`config.mk`:
```
export PLATFORM = sky130hd
export DESIGN_NAME = sha1_stream_hasher_core
export DESIGN_NICKNAME = d
export VERILOG_FILES = /design/src/rtl/core/sha1s_pkg.sv /design/src/rtl/core/sha1s_sched.sv /design/src/rtl/core/sha1s_round.sv /design/src/rtl/core/sha1_stream_hasher_core.sv
export SDC_FILE = /design/constraint.sdc
export NUM_CORES = 2
export LEC_CHECK = 0
export BUFFER_PORTS_ARGS = -buffer_cell sky130_fd_sc_hd__buf_2
export CAP_MARGIN = 20
export CORE_UTILIZATION = 41
export DETAILED_ROUTE_END_ITERATION = 6
export PLACE_DENSITY_LB_ADDON = 0.08
export SYNTH_ARGS = -nofsm -noshare
export SYNTH_HDL_FRONTEND = slang
export SYNTH_SLANG_ARGS = --single-unit
```
`constraint.sdc`:
```
create_clock -name clk -period 6.7 [get_ports clk]
set_clock_uncertainty 0.15 [all_clocks]
set_input_delay 2.01 -clock clk [delete_from_list [all_inputs] [get_ports clk]]
set_output_delay 2.01 -clock clk [all_outputs]
set_load 0.02 [all_outputs]
```
`src/rtl/core/sha1s_pkg.sv`:
```
// Shared types, constants and helper functions for the SHA-1 stream hasher.
// Used by the message buffer, the round unit and the top level. No dependencies.
package sha1s_pkg;

    typedef logic [31:0] word_t;
    typedef word_t [4:0] hash_t;

    localparam int unsigned COUNT_W = 61;
    localparam int unsigned ROUNDS  = 80;
    localparam int unsigned ROUND_W = 7;
    localparam int unsigned IDX_W   = 3;

    typedef logic [COUNT_W-1:0] count_t;
    typedef logic [ROUND_W-1:0] round_t;

    localparam logic [1:0] OP_START  = 2'd0;
    localparam logic [1:0] OP_DATA   = 2'd1;
    localparam logic [1:0] OP_FINISH = 2'd2;

    localparam logic [IDX_W-1:0] IDX_LAST = 3'd4;
    localparam round_t ROUND_LAST = round_t'(ROUNDS - 1);

    // Byte position of the last byte of a block, and the first position at
    // which the length field no longer fits behind the pad byte.
    localparam logic [5:0] POS_LAST = 6'd63;
    localparam logic [5:0] POS_LEN  = 6'd56;

    localparam byte unsigned PAD_BYTE = 8'h80;

    localparam hash_t INIT_HASH = {
        32'hC3D2E1F0, 32'h10325476, 32'h98BADCFE, 32'hEFCDAB89, 32'h67452301
    };

    // Control word from the sequencer to the message buffer.
    typedef struct packed {
        logic        wr_byte;     // write byte_val at pos
        logic        pad;         // 0x80 at pos, zeros behind it
        logic        clear_head;  // zero words 0 to 13
        logic        wr_len;      // bit length into words 14 and 15
        logic        shift;       // advance the rolling schedule
        logic [5:0]  pos;
        logic [7:0]  byte_val;
        logic [63:0] bit_len;
    } sched_ctl_t;

    function automatic word_t rotl(input word_t x, input int unsigned n);
        return (x << n) | (x >> (32 - n));
    endfunction

    function automatic word_t round_k(input logic [1:0] phase);
        word_t k;
        case (phase)
            2'd0:    k = 32'h5A827999;
            2'd1:    k = 32'h6ED9EBA1;
            2'd2:    k = 32'h8F1BBCDC;
            default: k = 32'hCA62C1D6;
        endcase
        return k;
    endfunction

endpackage

```
`src/rtl/core/sha1s_sched.sv`:
```
// Sixteen-word message block buffer with byte writes, padding and the
// rolling SHA-1 message schedule. Depends on sha1s_pkg.
module sha1s_sched
    import sha1s_pkg::*;
(
    input  logic       clk,
    input  sched_ctl_t ctl,
    output word_t      w0
);

    word_t blk_reg  [16];
    word_t blk_next [16];

    always_comb
    begin
        for (int w = 0; w < 16; w++)
        begin
            blk_next[w] = blk_reg[w];
        end

        if (ctl.shift)
        begin
            for (int j = 0; j < 15; j++)
            begin
                blk_next[j] = blk_reg[j+1];
            end
            blk_next[15] = rotl(blk_reg[13] ^ blk_reg[8] ^ blk_reg[2] ^ blk_reg[0], 1);
        end

        // Bytes are packed big-endian: byte 0 of a word sits in its top bits.
        for (int w = 0; w < 16; w++)
        begin
            for (int k = 0; k < 4; k++)
            begin
                if (ctl.wr_byte && (ctl.pos == 6'(w * 4 + k)))
                begin
                    blk_next[w][31-8*k -: 8] = ctl.byte_val;
                end
                if (ctl.pad)
                begin
                    if (ctl.pos == 6'(w * 4 + k))
                    begin
                        blk_next[w][31-8*k -: 8] = PAD_BYTE;
                    end
                    else if (6'(w * 4 + k) > ctl.pos)
                    begin
                        blk_next[w][31-8*k -: 8] = 8'h00;
                    end
                end
            end
        end

        if (ctl.clear_head)
        begin
            for (int w = 0; w < 14; w++)
            begin
                blk_next[w] = '0;
            end
        end

        if (ctl.wr_len)
        begin
            blk_next[14] = ctl.bit_len[63:32];
            blk_next[15] = ctl.bit_len[31:0];
        end
    end

    always_ff @(posedge clk)
    begin
        for (int w = 0; w < 16; w++)
        begin
            blk_reg[w] <= blk_next[w];
        end
    end

    assign w0 = blk_reg[0];

endmodule

```
`src/rtl/core/sha1s_round.sv`:
```
// SHA-1 round unit: the five working variables and one round of logic,
// used eighty times per block. Depends on sha1s_pkg.
module sha1s_round
    import sha1s_pkg::*;
(
    input  logic   clk,
    input  logic   load,
    input  logic   step,
    input  hash_t  init,
    input  round_t round,
    input  word_t  w,
    output hash_t  work
);

    hash_t      work_reg;
    hash_t      work_next;
    logic [1:0] phase;
    word_t      f;
    word_t      a;
    word_t      b;
    word_t      c;
    word_t      d;
    word_t      e;

    assign a = work_reg[0];
    assign b = work_reg[1];
    assign c = work_reg[2];
    assign d = work_reg[3];
    assign e = work_reg[4];

    always_comb
    begin
        if (round < round_t'(20))
        begin
            phase = 2'd0;
        end
        else if (round < round_t'(40))
        begin
            phase = 2'd1;
        end
        else if (round < round_t'(60))
        begin
            phase = 2'd2;
        end
        else
        begin
            phase = 2'd3;
        end

        case (phase)
            2'd0:    f = (b & c) | (~b & d);
            2'd2:    f = (b & c) | (b & d) | (c & d);
            default: f = b ^ c ^ d;
        endcase

        work_next = work_reg;
        if (load)
        begin
            work_next = init;
        end
        else if (step)
        begin
            work_next[0] = rotl(a, 5) + f + e + round_k(phase) + w;
            work_next[1] = a;
            work_next[2] = rotl(b, 30);
            work_next[3] = c;
            work_next[4] = d;
        end
    end

    always_ff @(posedge clk)
    begin
        work_reg <= work_next;
    end

    assign work = work_reg;

endmodule

```
`src/rtl/core/sha1_stream_hasher_core.sv`:
```
// SHA-1 stream hasher, top level: sequencer, hash and byte count, output register.
// The 64th byte of a block starts the rounds on the single round unit, then an add
// step. Finish runs one or two compressions, then the five digest words leave at
// one per cycle while m_tready allows. Uses sha1s_pkg, sha1s_sched, sha1s_round.
// Reset (rst_n, asynchronous, active low) loads the initial hash, clears the byte
// count and the control state; the block buffer holds no reset value.
module sha1_stream_hasher_core
    import sha1s_pkg::*;
(
    input  logic        clk,
    input  logic        rst_n,
    // Input items.
    input  logic        s_tvalid,
    output logic        s_tready,
    input  logic [7:0]  s_tdata,   // [7:0] data_byte
    input  logic [1:0]  s_tuser,   // [1:0] op
    // Result items.
    output logic        m_tvalid,
    input  logic        m_tready,
    output logic [31:0] m_tdata,   // [31:0] digest_word
    output logic [2:0]  m_tuser,   // [2:0] word_index
    output logic        m_tlast
);

    // Sequencer states. IDLE is the only state in which an item is taken.
    typedef enum logic [4:0] {
        ST_IDLE  = 5'b00001,
        ST_ROUND = 5'b00010,
        ST_ADD   = 5'b00100,
        ST_PAD2  = 5'b01000,
        ST_EMIT  = 5'b10000
    } state_t;

    state_t            state_reg;
    state_t            state_next;
    round_t            round_reg;
    round_t            round_next;
    logic              fin_reg;
    logic              fin_next;
    logic              two_reg;
    logic              two_next;
    hash_t             hash_reg;
    hash_t             hash_next;
    count_t            count_reg;
    count_t            count_next;
    logic [IDX_W-1:0]  emit_idx_reg;
    logic [IDX_W-1:0]  emit_idx_next;
    logic              m_valid_reg;
    logic              m_valid_next;
    word_t             m_data_reg;
    word_t             m_data_next;
    logic [IDX_W-1:0]  m_idx_reg;
    logic [IDX_W-1:0]  m_idx_next;
    logic              m_last_reg;
    logic              m_last_next;

    logic              accept;
    logic              out_free;
    logic [5:0]        pos;
    sched_ctl_t        sched_ctl;
    logic              rnd_load;
    logic              rnd_step;
    word_t             w0;
    hash_t             work;

    assign s_tready = (state_reg == ST_IDLE);
    assign accept   = s_tvalid && s_tready;
    assign out_free = !m_valid_reg || m_tready;
    assign pos      = count_reg[5:0];

    sha1s_sched u_sched (
        .clk (clk),
        .ctl (sched_ctl),
        .w0  (w0)
    );

    sha1s_round u_round (
        .clk   (clk),
        .load  (rnd_load),
        .step  (rnd_step),
        .init  (hash_reg),
        .round (round_reg),
        .w     (w0),
        .work  (work)
    );

    always_comb
    begin
        state_next    = state_reg;
        round_next    = round_reg;
        fin_next      = fin_reg;
        two_next      = two_reg;
        hash_next     = hash_reg;
        count_next    = count_reg;
        emit_idx_next = emit_idx_reg;
        m_data_next   = m_data_reg;
        m_idx_next    = m_idx_reg;
        m_last_next   = m_last_reg;
        m_valid_next  = m_valid_reg && !m_tready;
        rnd_load      = 1'b0;
        rnd_step      = 1'b0;

        sched_ctl            = '0;
        sched_ctl.pos        = pos;
        sched_ctl.byte_val   = s_tdata;
        sched_ctl.bit_len    = {count_reg, 3'b000};

        case (state_reg)
            ST_IDLE:
            begin
                if (accept)
                begin
                    case (s_tuser)
                        OP_START:
                        begin
                            hash_next  = INIT_HASH;
                            count_next = '0;
                        end
                        OP_DATA:
                        begin
                            sched_ctl.wr_byte = 1'b1;
                            count_next        = count_reg + count_t'(1);
                            // The block is full: compress it.
                            if (pos == POS_LAST)
                            begin
                                rnd_load   = 1'b1;
                                round_next = '0;
                                fin_next   = 1'b0;
                                state_next = ST_ROUND;
                            end
                        end
                        OP_FINISH:
                        begin
                            // Pad, and add the length now if it still fits.
                            sched_ctl.pad    = 1'b1;
                            sched_ctl.wr_len = (pos < POS_LEN);
                            two_next         = (pos >= POS_LEN);
                            fin_next         = 1'b1;
                            rnd_load         = 1'b1;
                            round_next       = '0;
                            state_next       = ST_ROUND;
                        end
                        default:
                        begin
                        end
                    endcase
                end
            end

            ST_ROUND:
            begin
                rnd_step        = 1'b1;
                sched_ctl.shift = 1'b1;
                round_next      = round_reg + round_t'(1);
                if (round_reg == ROUND_LAST)
                begin
                    state_next = ST_ADD;
                end
            end

            ST_ADD:
            begin
                for (int i = 0; i < 5; i++)
                begin
                    hash_next[i] = hash_reg[i] + work[i];
                end
                if (fin_reg && two_reg)
                begin
                    two_next   = 1'b0;
                    state_next = ST_PAD2;
                end
                else if (fin_reg)
                begin
                    emit_idx_next = '0;
                    state_next    = ST_EMIT;
                end
                else
                begin
                    state_next = ST_IDLE;
                end
            end

            ST_PAD2:
            begin
                // Length block after a pad that overflowed the first one.
                sched_ctl.clear_head = 1'b1;
                sched_ctl.wr_len     = 1'b1;
                rnd_load             = 1'b1;
                round_next           = '0;
                state_next           = ST_ROUND;
            end

            ST_EMIT:
            begin
                if (out_free)
                begin
                    m_valid_next  = 1'b1;
                    m_data_next   = hash_reg[emit_idx_reg];
                    m_idx_next    = emit_idx_reg;
                    m_last_next   = (emit_idx_reg == IDX_LAST);
                    emit_idx_next = emit_idx_reg + 3'd1;
                    if (emit_idx_reg == IDX_LAST)
                    begin
                        fin_next   = 1'b0;
                        state_next = ST_IDLE;
                    end
                end
            end

            default:
            begin
                state_next = ST_IDLE;
            end
        endcase
    end

    always_ff @(posedge clk or negedge rst_n)
    begin
        if (!rst_n)
        begin
            state_reg    <= ST_IDLE;
            round_reg    <= '0;
            fin_reg      <= 1'b0;
            two_reg      <= 1'b0;
            hash_reg     <= INIT_HASH;
            count_reg    <= '0;
            emit_idx_reg <= '0;
            m_valid_reg  <= 1'b0;
        end
        else
        begin
            state_reg    <= state_next;
            round_reg    <= round_next;
            fin_reg      <= fin_next;
            two_reg      <= two_next;
            hash_reg     <= hash_next;
            count_reg    <= count_next;
            emit_idx_reg <= emit_idx_next;
            m_valid_reg  <= m_valid_next;
        end
    end

    always_ff @(posedge clk)
    begin
        m_data_reg <= m_data_next;
        m_idx_reg  <= m_idx_next;
        m_last_reg <= m_last_next;
    end

    assign m_tvalid = m_valid_reg;
    assign m_tdata  = m_data_reg;
    assign m_tuser  = m_idx_reg;
    assign m_tlast  = m_last_reg;

`ifndef SYNTHESIS
    a_round_range: assert property (@(posedge clk) disable iff (!rst_n)
        (state_reg == ST_ROUND) |-> (round_reg <= ROUND_LAST))
        else $error("round counter out of range");

    a_last_index: assert property (@(posedge clk) disable iff (!rst_n)
        (m_tvalid && m_tlast) |-> (m_tuser == IDX_LAST))
        else $error("last digest word carries the wrong index");

    a_block_full: assert property (@(posedge clk) disable iff (!rst_n)
        (accept && (s_tuser == OP_DATA) && (pos == POS_LAST)) |=> (state_reg == ST_ROUND))
        else $error("full block did not start compression");

    a_finish_emit: assert property (@(posedge clk) disable iff (!rst_n)
        (state_reg == ST_EMIT) |-> (fin_reg && !two_reg))
        else $error("digest emitted outside a finish");
`endif

endmodule

```
Word-level counts from Yosys, hierarchy flattened. Memories as Yosys holds them, arrays and structs flattened. Cells that the tools add are included.

Mux-type cells: 316. Reduce and logical (&&, ||, !) cells: 87. Shift operators: 0. Bitwise operators: 16. Eq/ne operators: 85. Magnitude comparators: 70. $add $sub $neg: 12. Divide/modulo/power cells: 0. $mul: 0.

Operator list (count): $mux W8 (256); $mux W160 (4); $mux W512 (1); $mux W448 (1); $pmux W160 S2 (1); $add A32 B32 Y32 (9); $eq A6 B6 Y1 const B (32); $gt A6 B6 Y1 const A (32); $xor A32 B32 Y32 (5); $and A32 B32 Y32 (4); $pmux W61 S2 (1); $bmux W32 S3 (1); $eq A6 B5 Y1 const B (16); $gt A5 B6 Y1 const A (16); $mux W32 (3); $or A32 B32 Y32 (3); $pmux W32 S3 (1); $logic_and A1 B1 Y1 (67); $mux W64 (1); $pmux W32 S2 (1); $add A61 B1 Y61 const B (1); $eq A6 B4 Y1 const B (8); $gt A4 B6 Y1 const A (8); $mux W5 (7); other kinds (50) (107).

Bits in latches: 0. Memories kept: 1. Register bits: 435. Output and inout bits: 38. Bits in read-only memories: 0. Memory bits (writable): 512. Logic and storage cells: 607.

Memory list: u_sched.blk_reg (depth 16, bits a word 32, read ports 16, clocked after memory_dff 0, wr ports 16, line sha1s_sched.sv:11) `word_t blk_reg [16];`.

Logic depth before layout (Yosys ltp).
Depth after elaboration: 12. Mapped depth: 27.

Hierarchy. A second synthesis with hierarchy kept.

Cells, all modules: 6098. Area total of the unflattened synthesis: 58033.2 um^2.

Modules (own cells, without submodules): sha1s_sched (seq. area each 10329.9 um^2, instances 1, cells each 2848, area an instance 25864.8 um^2); sha1_stream_hasher_core (seq. area each 7163.1 um^2, instances 1, cells each 2238, area an instance 19799.0 um^2); sha1s_round (seq. area each 4804.6 um^2, instances 1, cells each 1012, area an instance 12369.4 um^2).

Least setup slack after synthesis. Ideal clock, no wire load.

Path kind: input to register. Start: input s_tuser[1]. End: register u_round.work_reg (netlist bit u_round.a[0]) (enable). Stages: 7. Arrival time: 7.189 ns. Buffers on the path: 2. Setup slack: -1.187 ns. Cell sequence: inv_1 > ha_1 > a21oi_1 > o21ai_0 > clkbuf_1 > buf_1 > nand2b_1.

Cells in the longest elaborated chain, start to end: 5. Elaborated cells on any way between the ends: 6.

RTL lines: from (decl) (line sha1_stream_hasher_core.sv:16) `input logic [1:0] s_tuser,`; $eq A2 B2 Y1 / $eq A2 B1 Y1 (equally long branches) (line sha1_stream_hasher_core.sv:113) `case (s_tuser)`; $pmux W1 S2 * (line sha1_stream_hasher_core.sv:113); $mux W1 * (line sha1_stream_hasher_core.sv:111) `if (accept)`; $pmux W1 S2 * (line sha1_stream_hasher_core.sv:108) `case (state_reg)`; $reduce_bool A2 Y1 (no source line) *; to (signal assigned) (line sha1s_round.sv:73) `work_reg <= work_next;`; to (decl) (line sha1s_round.sv:15) `hash_t work_reg;`.

Mark *: on every way between the ends. The rest lies on a longest branch, timed or not. A chain may end at the register's enable or synchronous reset.

==> flow_summary.yaml <==
synth:
  synth.top_cells.by_count: "nand2_1 (1453), o21ai_0 (749), nor2_1 (718), dfxtp_1 (507), nand3_1 (473)"
  synth_edf_count: 201
  synthTopCellsByArea: "dfxtp_1 (18%), edfxtp_1 (11%), nand2_1 (9.6%)"
  synth_nets: 7454
  synth_area_um2: 57000
  ys.flop_type: "dfxtp_1"
  syn_inst: 7110
  yosysSeqAreaShare_pct: 39.1
  synth_top_area_cell: "dfxtp_1"
  async_flop_share_pct: 25.2
  syn_area_per_cell_um2: 8.01
  yosysWarnings: 0
  ys_types: 93
  yosysMostFrequentCell: "nand2_1"
  ys_ff_latch: 947
  synth_top_area_share_pct: 17.8
clock_network:
  cts_tree: "yes"
  h-tree-depth: 3
  insertion_delay_ns: 0.76
  clkSlewWorstSetupHoldPaths_ns: 0.06
  cts_inserted_buffers: 113
  clockBufferDepth: 3
  clock_sinks: 947
  holdBufCountCts: 0
  cts-root-buf: "clkbuf_16"
die:
  rows: 136
  die_h_um: 375
  ioPinCount: 52
  die_w_um: 375
  start_util_pct: 41.4
  die-area_um2: 140000
  coreArea_um2: 138000
placed_design:
  dp_cells: 8630
  place.gp.congestion: 0.935
  place_area_um2: 58800
  dp_hpwl_um: 141000
  numPortBuffers: 51
setup_path:
  r2r_slack_ns: 0.28
  cp_num_buf_inv: 5
  r2r-end: "u_round.a[30]$_DFFE_PP_"
  cp.required_ns: 7.00
  worstPathCellList: "maj3_1 -> a221o_2 -> clkinv_1 -> ha_1 -> clkinvlp_4 -> buf_4 -> fa_1 -> fa_1 -> inv_1 -> fa_1 -> inv_1 -> ha_1 -> nand4_1 -> or3_1 -> a31oi_1 -> o21ai_1 -> a21oi_2 -> o21ai_1 -> or3_4 -> a211oi_2 -> xnor2_1 -> o21ai_1"
  path_max_fanout: 8
  cp.arrival_ns: 6.72
  slowest_stage: "fa_1"
  reg2reg_depth: 22
  rr_startpoint: "round_reg[2]$_DFFE_PN0P_"
  start_kind: "register"
  crit_family: "adder cells"
  endpoint_kind: "register"
  crit_type: "reg -> reg"
  cpPeakStageDelay_ns: 0.50
grt:
  grt_max_degree: 210
  grt_pass1_wl_um: 306000
  first_global_vias: 48523
  antenna_found_initial: 2
  overflow: 0
  gr-usage-all-layers_pct: 28.1
cells_and_area:
  nNetsFinal: 7304
  final_design_area_no_fill_um2: 62600
  largest_reg_flops: 512
  fin_cells: 8854
  drive_above_1_share_pct: 7.44
  post-route-util_pct: 45.5
  area_delta_synth_final_pct: 9.87
timing:
  tightest_slew_ns: 1.12
  hold_viol_final: 0
  period_minus_slack_ns: 6.42
  finalCritPeriodShare_pct: 95.8
  fmax_mhz: 156
  slew_headroom_pct: 24.9
  finalSetupViolCount: 0
  rsz0062_at_grt: "false"
  tns_ns: 0
  drv_slew: 0
outcome:
  status: "finished, final reports clean"
pwr:
  powerDensity_nw_per_um2: 506
  netSwitchingFraction_pct: 42.4
  p_comb_share_pct: 49.6
  pwr-share-seq_pct: 30.7
  p_clk_share_pct: 19.8
  p_int_mw: 18.2
  fin_total_pwr_mw: 31.6
  p_sw_mw: 13.4
  p_leak_nw: 26.5
  peakVddDrop_mv: 0.345
route:
  drt-initial-drc-count: 4465
  drtPass1Iterations: 6
  vias_per_cell: 5.72
  wl_per_cell_um: 22.7
  drc_errors: 0
  ant_nets: 0
  vias: 50639
  drt_wl_total_um: 201000
hold_path:
  min_to: "u_sched.blk_reg[0][182]$_SDFF_PN0_"
  hp-class: "reg -> reg"
  min_from: "u_sched.blk_reg[0][214]$_SDFF_PN0_"
  min_path_cells: 2
flow_run:
  drv_cap: 0
==> through the flow <==
stage                     worst slack, ns  hold slack (ns)
after CTS                           0.262            0.319
after detailed placement            0.282            0.318
after global placement              0.304            0.311
after floorplan                    0.0960            0.273
after global routing               0.0114            0.344
final                               0.281            0.319
==> per-layer routing <==
layer	routed length, um	GRT usage [%]
met5	0	0
met4	6280	8.80
met3	10100	3.41
met2	92400	45.5
met1	91800	38.9
==> cells in the final DEF (no fill, tap or decap), types with 25 or more instances in the layout <==
cell type  synthesis  routed
clkbuf_1         379      34
xor2_1            78      78
xnor2_1          169     169
a311oi_1          98      98
o211ai_1          71      71
fa_1             125     125
o31ai_1           27      26
buf_4              2      95
ha_1             205     205
dfstp_2           81      81
clkbuf_8           0      25
mux2i_1          124     124
nand2b_1          28      27
a21o_1           101     101
o21ai_1           27      28
dfrtp_1          158     156
a211oi_1          44      42
o22ai_1           54      54
nand3_1          473     473
o21ai_0          749     747
edfxtp_1         201     201
dfxtp_1          507     507
and3_1            30      30
clkbuf_16          0     116
o221a_2           25      25
buf_2             11      51
nor3_1            45      45
a21oi_1          371     371
nor2_1           718     715
a31oi_1           39      38
nand2_1         1453    1451
inv_1            326     325
==> worst min-delay path: stages, from the launching register on <==
cell and delay (ns):
dfxtp_1 0.31, nand2_1 0.05, a311oi_1 0.07
==> worst max path at each step <==
| stage | to | slack (ns) | cells past startpoint | start |
|---|---|---|---|---|
| floorplan | u_round.a[30]$_DFFE_PP_ | 0.1 | 26 | round_reg[5]$_DFFE_PN0P_ |
| global placement | u_round.a[31]$_DFFE_PP_ | 0.30 | 24 | round_reg[3]$_DFFE_PN0P_ |
| detailed placement | u_round.a[31]$_DFFE_PP_ | 0.28 | 24 | round_reg[2]$_DFFE_PN0P_ |
| CTS | u_round.a[31]$_DFFE_PP_ | 0.26 | 24 | round_reg[2]$_DFFE_PN0P_ |
| global route | u_round.a[31]$_DFFE_PP_ | 0.01 | 24 | round_reg[3]$_DFFE_PN0P_ |
| finish | u_round.a[30]$_DFFE_PP_ | 0.28 | 22 | round_reg[2]$_DFFE_PN0P_ |
==> cell type report <==
cell class / instances / area [um2]
fillers: 13683 / 75100
multi-input cells: 5414 / 31900
flip-flops and latches: 947 / 22300
clock buffers: 175 / 3370
well taps: 1794 / 2240
inverters: 327 / 1230
repair buffers: 157 / 1170
clock inverters: 38 / 335
diodes: 2 / 5.00
==> repair_timing <==
action,CTS,global route
resized for setup,0,6
setup endpoints to repair,0,3
setup buffers,0,5
==> power groups by stage <==
stage	logic (mW)	clock network, mW	registers (mW)
after detailed placement	15.4	0	9.76
after CTS	15.6	6.37	9.67
after global placement	15.4	0	9.76
after global routing	17.6	6.58	9.87
after floorplan	11.8	0	9.10
final	15.7	6.26	9.70
==> kinds of logic (layout without fill, tap and decap cells) <==
group                      count (synthesis)  after routing  synth area share (%)
AOI/OAI and AO/OA                       1796           1796                  19.3
xor gates and xnor gates                 247            247                  3.80
adders and majority gates                331            331                  8.91
buffers and inverters                    749            697                  4.99
DFF                                      947            947                  39.1
muxes                                    147            147                  2.63
other                                      0              2                     0
and+or+nand+nor                         2893           2893                  21.3
No activity file was read; power rests on OpenSTA's default activity.
